[src/rtl/core/kct_pkg.sv]
// Shared types and constants for the keyed counter table.
`timescale 1ns / 1ps
`default_nettype none
package kct_pkg;

	localparam int KEY_W = 32;
	localparam int CNT_W = 31;
	localparam logic [CNT_W-1:0] COUNT_MAX = {CNT_W{1'b1}};

	typedef enum logic [1:0] {
		OP_ADD   = 2'd0,
		OP_GET   = 2'd1,
		OP_SET   = 2'd2,
		OP_CLEAR = 2'd3
	} op_t;

	typedef enum logic [1:0] {
		ST_OK      = 2'd0,
		ST_IGNORED = 2'd1,
		ST_FULL    = 2'd2
	} rsp_status_t;

	typedef enum logic [1:0] {
		S_IDLE,
		S_SCAN,
		S_DRAIN,
		S_UPDATE
	} state_t;

	// controller -> datapath
	typedef struct packed {
		logic load;    // capture the incoming transaction
		logic issue;   // read the entry at the scan pointer
		logic commit;  // apply the update and load the result register
	} ctrl_cmd_t;

	// datapath -> controller
	typedef struct packed {
		logic is_clear;   // incoming transaction is a clear
		logic last_addr;  // scan pointer is at the last entry
		logic out_free;   // result register can take a new result
	} ctrl_sts_t;

endpackage
`default_nettype wire

[src/rtl/core/kct_if.sv]
// Request and response channel interfaces of the keyed counter table.
`timescale 1ns / 1ps
`default_nettype none
interface kct_in_if import kct_pkg::*; ();
	logic                    valid;
	logic                    ready;
	op_t                     op;
	logic signed [KEY_W-1:0] key;
	logic signed [KEY_W-1:0] value;

	modport source(output valid, op, key, value, input ready);
	modport sink(input valid, op, key, value, output ready);
endinterface

interface kct_out_if import kct_pkg::*; ();
	logic             valid;
	logic             ready;
	logic [CNT_W-1:0] count;
	logic             found;
	rsp_status_t      status;

	modport source(output valid, count, found, status, input ready);
	modport sink(input valid, count, found, status, output ready);
endinterface
`default_nettype wire

[src/rtl/core/keyed_counter_table_unit.sv]
// Keyed counter table: top level joining controller, datapath and channels.
`timescale 1ns / 1ps
`default_nettype none
// Holds up to ENTRIES key/counter pairs. Each request transaction is add,
// get, set or clear and yields exactly one response transaction. Lookups
// walk the key and count RAMs one entry per cycle through a single
// comparator. A non-clear request passes through an accept state, one RAM
// read per entry, a compare drain state and an update state, where its
// response is registered. Clear goes from accept straight to update. A
// finished response sits in an output register, and the next request is
// accepted while it waits; an update waits only if the previous response is
// still unclaimed. Counters saturate at 2^31-1, a set with a value of zero
// or below leaves the table untouched, and an insert into a full table
// reports full and changes nothing.
module keyed_counter_table_unit import kct_pkg::*; #(
	parameter int ENTRIES = 16
) (
	input wire logic  clk,
	input wire logic  arst_n,
	kct_in_if.sink    req,
	kct_out_if.source rsp
);

	ctrl_cmd_t cmd;
	ctrl_sts_t sts;

	kct_ctrl u_ctrl (
		.clk      (clk),
		.arst_n   (arst_n),
		.in_valid (req.valid),
		.in_ready (req.ready),
		.sts      (sts),
		.cmd      (cmd)
	);

	kct_datapath #(.ENTRIES(ENTRIES)) u_dp (
		.clk        (clk),
		.arst_n     (arst_n),
		.in_op      (req.op),
		.in_key     (req.key),
		.in_value   (req.value),
		.cmd        (cmd),
		.sts        (sts),
		.out_ready  (rsp.ready),
		.out_valid  (rsp.valid),
		.out_count  (rsp.count),
		.out_found  (rsp.found),
		.out_status (rsp.status)
	);

	// every accepted transaction is captured by the datapath
	a_accept_loads: assert property (@(posedge clk) disable iff (!arst_n)
		(req.valid && req.ready) |-> cmd.load)
		else $error("accepted request not captured");

	// no new request while the table is being scanned
	a_scan_blocks_input: assert property (@(posedge clk) disable iff (!arst_n)
		cmd.issue |-> !req.ready)
		else $error("request accepted during scan");

	// a commit always produces a response next cycle
	a_commit_responds: assert property (@(posedge clk) disable iff (!arst_n)
		cmd.commit |=> rsp.valid)
		else $error("commit without response");

	// a commit never overwrites an unclaimed response
	a_commit_free: assert property (@(posedge clk) disable iff (!arst_n)
		cmd.commit |-> (!rsp.valid || rsp.ready))
		else $error("response overwritten");

endmodule
`default_nettype wire

[src/rtl/core/kct_ram.sv]
// Generic single-write, single-read RAM with registered read data.
`timescale 1ns / 1ps
`default_nettype none
module kct_ram #(
	parameter int WIDTH = 32,
	parameter int DEPTH = 16
) (
	input  wire logic                                     clk,
	input  wire logic                                     we,
	input  wire logic [(DEPTH > 1 ? $clog2(DEPTH) : 1)-1:0] waddr,
	input  wire logic [WIDTH-1:0]                         wdata,
	input  wire logic                                     re,
	input  wire logic [(DEPTH > 1 ? $clog2(DEPTH) : 1)-1:0] raddr,
	output logic      [WIDTH-1:0]                         rdata
);

	logic [WIDTH-1:0] mem [DEPTH];

	always_ff @(posedge clk) begin
		if (we) begin
			mem[waddr] <= wdata;
		end
		if (re) begin
			rdata <= mem[raddr];
		end
	end

endmodule
`default_nettype wire

[src/rtl/core/kct_ctrl.sv]
// Sequencing state machine: accept, scan, compare drain, update.
`timescale 1ns / 1ps
`default_nettype none
module kct_ctrl import kct_pkg::*; (
	input  wire logic      clk,
	input  wire logic      arst_n,
	input  wire logic      in_valid,
	output logic           in_ready,
	input  wire ctrl_sts_t sts,
	output ctrl_cmd_t      cmd
);

	state_t state_q, state_d;

	always_ff @(posedge clk or negedge arst_n) begin
		if (!arst_n) begin
			state_q <= S_IDLE;
		end else begin
			state_q <= state_d;
		end
	end

	always_comb begin
		state_d  = state_q;
		in_ready = 1'b0;
		cmd      = '0;
		case (state_q)
			S_IDLE: begin
				in_ready = 1'b1;
				if (in_valid) begin
					cmd.load = 1'b1;
					// clear needs no lookup
					state_d  = sts.is_clear ? S_UPDATE : S_SCAN;
				end
			end
			S_SCAN: begin
				cmd.issue = 1'b1;
				if (sts.last_addr) begin
					state_d = S_DRAIN;
				end
			end
			S_DRAIN: begin
				state_d = S_UPDATE;
			end
			S_UPDATE: begin
				if (sts.out_free) begin
					cmd.commit = 1'b1;
					state_d    = S_IDLE;
				end
			end
			default: begin
				state_d = S_IDLE;
			end
		endcase
	end

endmodule
`default_nettype wire

[src/rtl/core/kct_datapath.sv]
// Key/count stores, scan compare stage, update logic and result register.
`timescale 1ns / 1ps
`default_nettype none
module kct_datapath import kct_pkg::*; #(
	parameter int ENTRIES = 16
) (
	input  wire logic                    clk,
	input  wire logic                    arst_n,
	input  wire op_t                     in_op,
	input  wire logic signed [KEY_W-1:0] in_key,
	input  wire logic signed [KEY_W-1:0] in_value,
	input  wire ctrl_cmd_t               cmd,
	output ctrl_sts_t                    sts,
	input  wire logic                    out_ready,
	output logic                         out_valid,
	output logic [CNT_W-1:0]             out_count,
	output logic                         out_found,
	output rsp_status_t                  out_status
);

	localparam int IW = (ENTRIES > 1) ? $clog2(ENTRIES) : 1;
	localparam int CW = $clog2(ENTRIES + 1);

	// captured transaction
	op_t              op_q;
	logic [KEY_W-1:0] key_q;
	logic [KEY_W-1:0] value_q;

	// table state
	logic [ENTRIES-1:0] valid_q;
	logic [CW-1:0]      fill_q;

	// scan pointer and compare stage
	logic [CW-1:0]    scan_q;
	logic             hit_v_s1;
	logic [IW-1:0]    idx_s1;
	logic             vld_s1;
	logic [KEY_W-1:0] key_rd;
	logic [CNT_W-1:0] cnt_rd;

	// lookup outcome
	logic             found_q;
	logic [IW-1:0]    match_idx_q;
	logic [CNT_W-1:0] match_cnt_q;
	logic             free_found_q;
	logic [IW-1:0]    free_idx_q;

	// update decode
	logic             full;
	logic             positive;
	logic [CNT_W-1:0] inc_cnt;
	logic             do_ins;
	logic             do_upd;
	logic             do_clr;
	logic [CNT_W-1:0] wr_cnt;
	logic [CNT_W-1:0] res_cnt;
	rsp_status_t      res_status;
	logic [IW-1:0]    wr_idx;
	logic             key_hit;
	logic             free_hit;

	assign sts.is_clear  = (in_op == OP_CLEAR);
	assign sts.last_addr = (scan_q == CW'(ENTRIES - 1));
	assign sts.out_free  = !out_valid || out_ready;

	kct_ram #(.WIDTH(KEY_W), .DEPTH(ENTRIES)) u_key_ram (
		.clk   (clk),
		.we    (cmd.commit && do_ins),
		.waddr (wr_idx),
		.wdata (key_q),
		.re    (cmd.issue),
		.raddr (scan_q[IW-1:0]),
		.rdata (key_rd)
	);

	kct_ram #(.WIDTH(CNT_W), .DEPTH(ENTRIES)) u_cnt_ram (
		.clk   (clk),
		.we    (cmd.commit && (do_ins || do_upd)),
		.waddr (wr_idx),
		.wdata (wr_cnt),
		.re    (cmd.issue),
		.raddr (scan_q[IW-1:0]),
		.rdata (cnt_rd)
	);

	always_ff @(posedge clk) begin
		if (cmd.load) begin
			op_q    <= in_op;
			key_q   <= in_key;
			value_q <= in_value;
		end
		if (cmd.issue) begin
			idx_s1 <= scan_q[IW-1:0];
			vld_s1 <= valid_q[scan_q[IW-1:0]];
		end
	end

	assign key_hit  = hit_v_s1 && vld_s1 && (key_rd == key_q);
	assign free_hit = hit_v_s1 && !vld_s1;

	always_ff @(posedge clk or negedge arst_n) begin
		if (!arst_n) begin
			scan_q       <= '0;
			hit_v_s1     <= 1'b0;
			found_q      <= 1'b0;
			free_found_q <= 1'b0;
		end else if (cmd.load) begin
			scan_q       <= '0;
			hit_v_s1     <= 1'b0;
			found_q      <= 1'b0;
			free_found_q <= 1'b0;
		end else begin
			hit_v_s1 <= cmd.issue;
			if (cmd.issue) begin
				scan_q <= scan_q + CW'(1);
			end
			// keep the first match and the lowest free slot
			if (key_hit && !found_q) begin
				found_q <= 1'b1;
			end
			if (free_hit && !free_found_q) begin
				free_found_q <= 1'b1;
			end
		end
	end

	always_ff @(posedge clk) begin
		if (key_hit && !found_q) begin
			match_idx_q <= idx_s1;
			match_cnt_q <= cnt_rd;
		end
		if (free_hit && !free_found_q) begin
			free_idx_q <= idx_s1;
		end
	end

	assign full     = (fill_q == CW'(ENTRIES));
	assign positive = !value_q[KEY_W-1] && (value_q != '0);
	assign inc_cnt  = (match_cnt_q == COUNT_MAX) ? COUNT_MAX : match_cnt_q + CNT_W'(1);
	assign wr_idx   = do_ins ? free_idx_q : match_idx_q;

	always_comb begin
		do_ins     = 1'b0;
		do_upd     = 1'b0;
		do_clr     = 1'b0;
		wr_cnt     = '0;
		res_cnt    = '0;
		res_status = ST_OK;
		case (op_q)
			OP_CLEAR: begin
				do_clr = 1'b1;
			end
			OP_GET: begin
				if (found_q) begin
					res_cnt = match_cnt_q;
				end
			end
			OP_ADD: begin
				if (found_q) begin
					do_upd  = 1'b1;
					wr_cnt  = inc_cnt;
					res_cnt = inc_cnt;
				end else if (!full) begin
					do_ins  = 1'b1;
					wr_cnt  = CNT_W'(1);
					res_cnt = CNT_W'(1);
				end else begin
					res_status = ST_FULL;
				end
			end
			OP_SET: begin
				if (!positive) begin
					res_status = ST_IGNORED;
					if (found_q) begin
						res_cnt = match_cnt_q;
					end
				end else if (found_q) begin
					do_upd  = 1'b1;
					wr_cnt  = value_q[CNT_W-1:0];
					res_cnt = value_q[CNT_W-1:0];
				end else if (!full) begin
					do_ins  = 1'b1;
					wr_cnt  = value_q[CNT_W-1:0];
					res_cnt = value_q[CNT_W-1:0];
				end else begin
					res_status = ST_FULL;
				end
			end
			default: ;
		endcase
	end

	always_ff @(posedge clk or negedge arst_n) begin
		if (!arst_n) begin
			valid_q <= '0;
			fill_q  <= '0;
		end else if (cmd.commit) begin
			if (do_clr) begin
				valid_q <= '0;
				fill_q  <= '0;
			end else if (do_ins) begin
				valid_q[free_idx_q] <= 1'b1;
				fill_q              <= fill_q + CW'(1);
			end
		end
	end

	// result register
	always_ff @(posedge clk or negedge arst_n) begin
		if (!arst_n) begin
			out_valid <= 1'b0;
		end else if (cmd.commit) begin
			out_valid <= 1'b1;
		end else if (out_ready) begin
			out_valid <= 1'b0;
		end
	end

	always_ff @(posedge clk) begin
		if (cmd.commit) begin
			out_count  <= res_cnt;
			out_found  <= found_q;
			out_status <= res_status;
		end
	end

endmodule
`default_nettype wire
[src/flat_wrapper.sv]
// flat-port wrapper written by rule: the top's interface ports become plain ports
module keyed_counter_table_unit_flat import kct_pkg::*;
#(
	parameter int ENTRIES = 16
)
  (clk, arst_n, req_valid, req_op, req_key, req_value, req_ready, rsp_valid, rsp_count, rsp_found, rsp_status, rsp_ready);
  kct_in_if req_i ();
  kct_out_if rsp_i ();
  input wire logic clk;
  input wire logic arst_n;
  input wire logic [$bits(req_i.valid)-1:0] req_valid;
  input wire logic [$bits(req_i.op)-1:0] req_op;
  input wire logic [$bits(req_i.key)-1:0] req_key;
  input wire logic [$bits(req_i.value)-1:0] req_value;
  output wire logic [$bits(req_i.ready)-1:0] req_ready;
  output wire logic [$bits(rsp_i.valid)-1:0] rsp_valid;
  output wire logic [$bits(rsp_i.count)-1:0] rsp_count;
  output wire logic [$bits(rsp_i.found)-1:0] rsp_found;
  output wire logic [$bits(rsp_i.status)-1:0] rsp_status;
  input wire logic [$bits(rsp_i.ready)-1:0] rsp_ready;
  assign req_i.valid = req_valid;
  assign req_i.op = req_op;
  assign req_i.key = req_key;
  assign req_i.value = req_value;
  assign req_ready = req_i.ready;
  assign rsp_valid = rsp_i.valid;
  assign rsp_count = rsp_i.count;
  assign rsp_found = rsp_i.found;
  assign rsp_status = rsp_i.status;
  assign rsp_i.ready = rsp_ready;
  keyed_counter_table_unit #(.ENTRIES(ENTRIES)) u_core (.clk(clk), .arst_n(arst_n), .req(req_i), .rsp(rsp_i));
endmodule
[config.mk]
export PLATFORM = sky130hd
export DESIGN_NAME = keyed_counter_table_unit_flat
export DESIGN_NICKNAME = d
export VERILOG_FILES = /design/src/rtl/core/kct_pkg.sv /design/src/rtl/core/kct_if.sv /design/src/rtl/core/keyed_counter_table_unit.sv /design/src/rtl/core/kct_ram.sv /design/src/rtl/core/kct_ctrl.sv /design/src/rtl/core/kct_datapath.sv /design/src/flat_wrapper.sv
export SDC_FILE = /design/constraint.sdc
export NUM_CORES = 1
export LEC_CHECK = 0
export BUFFER_PORTS_ARGS = -buffer_cell sky130_fd_sc_hd__buf_2
export CAP_MARGIN = 40
export CORE_MARGIN = 2
export CORE_UTILIZATION = 45
export DETAILED_ROUTE_END_ITERATION = 7
export GPL_TIMING_DRIVEN = 0
export PLACE_DENSITY_LB_ADDON = 0.25
export SYNTH_ARGS = -nofsm -noshare
export SYNTH_HDL_FRONTEND = slang
export SYNTH_HIERARCHICAL = 1
export SYNTH_SLANG_ARGS = --single-unit
[constraint.sdc]
create_clock -name clk -period 5.3 [get_ports clk]
set_input_delay 1.06 -clock clk [delete_from_list [all_inputs] [get_ports clk]]
set_output_delay 1.06 -clock clk [all_outputs]
set_load 0.1 [all_outputs]
==> results of run 1 <==
registers in the layout, summed over array words and instances, names as in the netlist:
signal,flops
u_core/u_dp/value_q,32
u_core/u_dp/out_count,31
u_core/u_dp/free_idx_q,4
u_core/u_dp/scan_q,5
u_core/u_dp/match_cnt_q,31
u_core/u_dp/key_q,32
u_core/u_dp/out_status,2
u_core/u_dp/free_found_q,1
u_core/u_dp/found_q,1
u_core/u_dp/vld_s1,1
u_core/u_dp/hit_v_s1,1
u_core/u_ctrl/state_q,2
u_core/u_dp/u_cnt_ram/rdata,31
u_core/u_dp/fill_q,5
u_core/u_dp/u_key_ram/mem,512
u_core/u_dp/u_key_ram/rdata,32
u_core/u_dp/out_found,1
u_core/u_dp/out_valid,1
u_core/u_dp/u_cnt_ram/mem,496
u_core/u_dp/idx_s1,4
u_core/u_dp/match_idx_q,4
u_core/u_dp/valid_q,16
u_core/u_dp/op_q,2
layer usage:
metal	up-vias	part of all wire (%)	track usage (%)
met2	1015	50	35.1
met3	199	7.4	3.90
met5	-	0.012	0
met4	2	2.3	5.63
met1	12500	40	28.7
li1	10000	-	-
logic make-up (layout without fill, tap and decap cells):
logic type                 after synthesis  in the layout
AOI/OAI and AO/OA                      237            237
xor gates and xnor gates                58             58
adders and majority gates               10             10
buffers and inverters                  125            528
DFF                                   1247           1247
muxes                                  268            268
and+or+nand+nor                        293            293
cells in the mapped netlist (15+ instances only):
master    count  area (um^2)
buf_2        33          165
dfrtp_1      32          801
mux4_2      257         5790
xor2_1       29          254
nor4_1       16          100
a22oi_1     126          946
clkbuf_1     46          173
inv_1        15         56.3
edfxtp_1   1215        36500
a21o_1       26          195
nand4_1      28          175
nand2_1      89          334
xnor2_1      29          254
nor2_1       69          259
per-stage QoR:
stage          hold slack [ps]  instances  utilization (%)
6_report                   401       4032             52.6
3_5_place_dp               405       3801             48.7
4_1_cts                    388       4032             52.6
3_3_place_gp               403       3734             47.5
5_1_grt                    425       4032             52.6
2_1_floorplan              400       2238                -
final timing paths:
check / startpoint / end / slack [ps]
max: u_core/u_dp/found_q / u_core/u_dp/u_cnt_ram/mem[8][17] / 980
min: arst_n / u_core/u_ctrl/state_q[1] / 400
max reg2reg: u_core/u_dp/found_q / u_core/u_dp/u_cnt_ram/mem[8][17] / 980
min reg2reg: u_core/u_dp/u_cnt_ram/rdata[6] / u_core/u_dp/match_cnt_q[6] / 420
max in group asynchronous: arst_n / u_core/u_dp/scan_q[3] / 4410
min in group clk: u_core/u_dp/u_cnt_ram/rdata[6] / u_core/u_dp/match_cnt_q[6] / 420
power groups by stage:
stage / Combinational (mW) / Clock (mW) / Sequential (mW)
6_report: 5.88 / 8.75 / 12.4
5_1_grt: 6.26 / 9.30 / 12.5
4_1_cts: 5.95 / 8.91 / 12.4
3_5_place_dp: 5.92 / 0 / 12.6
3_3_place_gp: 5.70 / 0 / 12.6
2_1_floorplan: 3.65 / 0 / 12.9
layout make-up:
type | instances | area (um^2) | share of cell area, %
flip-flops and latches | 1247 | 37300 | 67.4
multi-input cells | 866 | 10100 | 18.2
clock buffers | 151 | 3210 | 5.81
well taps | 1391 | 1740 | 3.15
repair buffers | 172 | 1540 | 2.79
clock inverters | 80 | 876 | 1.58
plain buffers | 110 | 552 | 0.997
inverters | 15 | 56.3 | 0.102
==> flow_summary.yaml, run 1 <==
run_status:
  status: "finished clean"
power_and_ir_drop:
  switching_share_pct: 28.3
  power.density_mw_per_mm2: 489
  ir_drop_v: 0.000342
  p_sw_mw: 7.65
  pwr-share-seq_pct: 45.9
  leakagePower_nw: 18.0
  p_total_mw: 27.0
  p_comb_share_pct: 21.8
  internal_power_mw: 19.4
  p_clk_share_pct: 32.4
setup_path:
  ff2ff_path_depth: 9
  cp_max_fo: 10
  critPathTopFamily: "simple AND/OR/NAND/NOR gates"
  worst-path-buf-inv: 4
  max_stage_delay_ps: 690
  worstPathCellList: "clkbuf_1, or2_2, a211oi_2, mux2_2, nand3b_1, nor3_2, buf_6, buf_4, buf_4"
  crit_type: "reg2reg"
  crit_arrival_ps: 4720
  required_ps: 5700
  crit_top_cell: "buf_4"
  end_kind: "flop"
  cpMaxStageDelayCell: "nor3_2"
  crit_path_start_kind: "flop"
  worst-path-stages: 9
grt:
  grt_pass1_wl_um: 166000
  antenna_found_initial: 2
  globalRoute.totalOverflow: 0
  grt_pass1_vias: 24700
  grt_start_max_net_pins: 43
  grt_usage_pct: 21.0
die:
  die_w_um: 330
  die_area_mm2: 0.109
  coreArea_mm2: 0.105
  rows: 119
  pin_count: 106
  die_h_um: 330
  initial_core_util_pct: 45.3
timing:
  finClkSkew_ps: 31.5
  fin_crit_sh_pct: 81.5
  rsz0062_at_grt: "no"
  tightestPinTransition_ps: 920
  setup_viol: 0
  fmax_ghz: 0.232
  relSlewSlack_pct: 38.7
  hold_violations: 0
  setup_slack_ps: 981
  tns_ps: 0
  fin_crit_ps: 4320
  finalMaxSlewViolations: 0
finish:
  final_cell_mix: "edfxtp_1 (1,215), mux4_2 (257), buf_2 (140)"
  layout_commonest_cell: "edfxtp_1"
  n_antenna_cell: 0
  nNetsFinal: 2613
  areaGrowthSynthToFinish_pct: 16.0
  drive_gt1_share_pct: 27.0
  design_area_mm2: 0.0553
  nFillCells: 8077
placement:
  place.gp.congestion: 0.915
  place_area_mm2: 0.0512
  pre_cts_ws_ps: 944
  io_buffers: 105
  hpwl_um: 73800
cts:
  cts_resized: 0
  clockRootBuffer: "clkbuf_16"
  path_clk_slew_ps: 60
  cts_tree: "built"
  cts_setup_buffers: 0
  cts-htree-levels: 3
  clock_path_buffers: 3
  worstSkewPairLatency_ps: 720
  cts_made_buffers: 121
  cts_sinks: 1247
  holdBufCountCts: 0
yosys:
  synthFlopType: "edfxtp_1"
  synth_top_family_by_area: "multiplexers"
  synth-simple-area-share_pct: 3.12
  synth.avg_cell_area_um2: 21.3
  synth_adder_area_share_pct: 0.262
  synth_nets: 2318
  synthMuxAreaShare_pct: 12.4
  syn_area_mm2: 0.0477
  async_flop_share_pct: 2.57
  synth_seq_cells: 1247
  yosysSeqAreaShare_pct: 78.1
  synth_compound_area_share_pct: 3.76
  synth-xor-area-share_pct: 1.06
  synth_cell_types: 66
  postSynthCellCount: 2238
  synth_edf_count: 1215
  yosysWarnings: 6
routing:
  viasPerCell: 5.90
  drt_wl_total_um: 113000
  wire_per_inst_um: 28.0
  drt_iter0_markers: 2671
  firstDrtPassIters: 5
  vias: 23800
  ant_nets: 0
  route.detailed.drc: 0
worst_hold_path:
  hp-class: "in2async"
flow_run:
  cap_violations: 0
(Power assumes the default switching activity.)
==> inputs of run 2 (changes only) <==
==> constraint.sdc (replaced) <==
create_clock -name clk -period 4.5 [get_ports clk]
set_input_delay 0.9 -clock clk [delete_from_list [all_inputs] [get_ports clk]]
set_output_delay 0.9 -clock clk [all_outputs]
set_load 0.1 [all_outputs]
==> flow_summary.yaml, run 2 (synthesis results as in run 1) <==
power_and_ir_drop:
  leakagePower_nw: 18.0
  power.density_mw_per_mm2: 568
  ir_drop_v: 0.000472
  p_total_mw: 31.5
setup_path:
  crit_path_start_kind: "flop"
  max_stage_delay_ps: 770
  r2r_end: "u_core/u_dp/u_cnt_ram/mem[9][19]"
  worst-path-buf-inv: 1
  crit_arrival_ps: 4610
  worst-path-stages: 8
  cpMaxStageDelayCell: "nor2_4"
  crit_type: "reg2reg"
  end_kind: "flop"
  startpoint: "u_core/u_dp/value_q[25]"
  critPathTopFamily: "simple AND/OR/NAND/NOR gates"
  cp_max_fo: 17
  ff2ff_path_depth: 8
  endpoint: "u_core/u_dp/u_cnt_ram/mem[9][19]"
  r2r_slack_ps: 280
  r2r-start: "u_core/u_dp/value_q[25]"
  required_ps: 4890
  worstPathCellList: "nor4_1, nand4_1, o21bai_4, a211oi_2, mux2_2, nand2b_1, nor2_4, buf_16"
routing:
  wire_per_inst_um: 28.7
  drt_iter0_markers: 2853
  firstDrtPassIters: 8
  drt_wl_total_um: 115000
  route.detailed.drc: 0
  vias: 23900
  viasPerCell: 5.94
  ant_nets: 0
cts:
  cts-htree-levels: 3
  path_clk_slew_ps: 60
  cts_sinks: 1247
  cts_resized: 0
  cts_tree: "built"
  cts_made_buffers: 119
  worstSkewPairLatency_ps: 720
  holdBufCountCts: 0
  cts_setup_buffers: 0
  clockRootBuffer: "clkbuf_16"
  clock_path_buffers: 3
finish:
  layout_commonest_cell: "edfxtp_1"
  areaGrowthSynthToFinish_pct: 16.1
  largest_reg_flops: 512
  final_cell_mix: "edfxtp_1 (1,215), mux4_2 (257), buf_2 (140)"
  nNetsFinal: 2608
  drive_gt1_share_pct: 26.7
  n_antenna_cell: 0
  nFillCells: 7990
  max_flop_register: "u_core/u_dp/u_key_ram/mem"
  reg_top3: "u_core/u_dp/u_key_ram/mem (512), u_core/u_dp/u_cnt_ram/mem (496)"
flow_run:
  cap_violations: 0
placement:
  pre_cts_ws_ps: 271
  hpwl_um: 75100
  io_buffers: 105
  place.gp.congestion: 0.905
grt:
  antenna_found_initial: 3
  globalRoute.totalOverflow: 0
  grt_usage_pct: 21.5
  grt_pass1_wl_um: 168000
  grt_pass1_vias: 24700
  grt_start_max_net_pins: 38
timing:
  relSlewSlack_pct: 38.4
  hold_violations: 0
  tightestPinTransition_ps: 925
  finClkSkew_ps: 55.6
  fin_crit_sh_pct: 93.8
  fin_crit_ps: 4220
  tns_ps: 0
  setup_viol: 0
  fmax_ghz: 0.237
  rsz0062_at_grt: "no"
  setup_slack_ps: 279
  finalMaxSlewViolations: 0
worst_hold_path:
  hp-class: "in2async"
die:
  pin_count: 106
  initial_core_util_pct: 45.3
  die_w_um: 330
  die_area_mm2: 0.109
  die_h_um: 330
  coreArea_mm2: 0.105
  rows: 119
run_status:
  status: "finished clean"
## run 2: changes by cell type in the layout (fill, tap and decap cells not counted), moves of 4 or more
| cell | previous run | this run |
|---|---|---|
| bufinv_16 | 17 | 11 |
| nor3_2 | 10 | 3 |
| buf_8 | 3 | 15 |
| clkinv_2 | 20 | 28 |
| buf_6 | 17 | 13 |
| buf_4 | 35 | 14 |
| nor3_4 | 1 | 8 |
| buf_16 | 15 | 24 |
| clkinvlp_4 | 8 | 4 |
## run 2: power breakdown
part | total (mW) | internal [mW] | switching [mW]
clock | 9.84 | 5.54 | 4.30
combinational | 7.00 | 2.78 | 4.22
sequential | 14.6 | 14.0 | 0.575
total | 31.5 | 22.4 | 9.10
## run 2: layer usage
metal	GRT usage, %	vias to the layer above	wire (um)
met2	35.7	1015	57600
li1	-	9966	-
met3	3.45	187	8400
met5	0	-	0
met1	29.7	12700	46700
met4	6.15	0	2660
## run 2: layout make-up
class / count / area (um^2) / area share [%]
Sequential cell: 1247 / 37300 / 67.3
Inverter: 15 / 56.3 / 0.102
Timing Repair Buffer: 169 / 1790 / 3.23
Tap cell: 1391 / 1740 / 3.14
Clock buffer: 142 / 3090 / 5.57
Buffer: 110 / 552 / 0.996
Multi-Input combinational cell: 866 / 10100 / 18.3
Clock inverter: 84 / 786 / 1.42
## run 2: stage by stage
step	cells	util (%)	instance area [um^2]	hold slack, ps
detailed placement	3795	48.9	51500	405
finish	4024	52.6	55400	272
global route	4024	52.6	55400	301
global placement	3734	47.5	50000	402
CTS	4021	52.6	55400	245
floorplan	2238	-	47800	400
## run 2: worst min-delay path by stage
stage | start | to | depth (start not counted)
final | arst_n | u_core/u_dp/valid_q[2] | 1
after global routing | arst_n | u_core/u_dp/valid_q[8] | 1
after CTS | arst_n | u_core/u_dp/valid_q[8] | 1
after detailed placement | u_core/u_dp/u_cnt_ram/rdata[30] | u_core/u_dp/match_cnt_q[30] | 0
after global placement | u_core/u_dp/u_cnt_ram/rdata[11] | u_core/u_dp/match_cnt_q[11] | 0
after floorplan | u_core/u_dp/u_cnt_ram/rdata[0] | u_core/u_dp/match_cnt_q[0] | 0
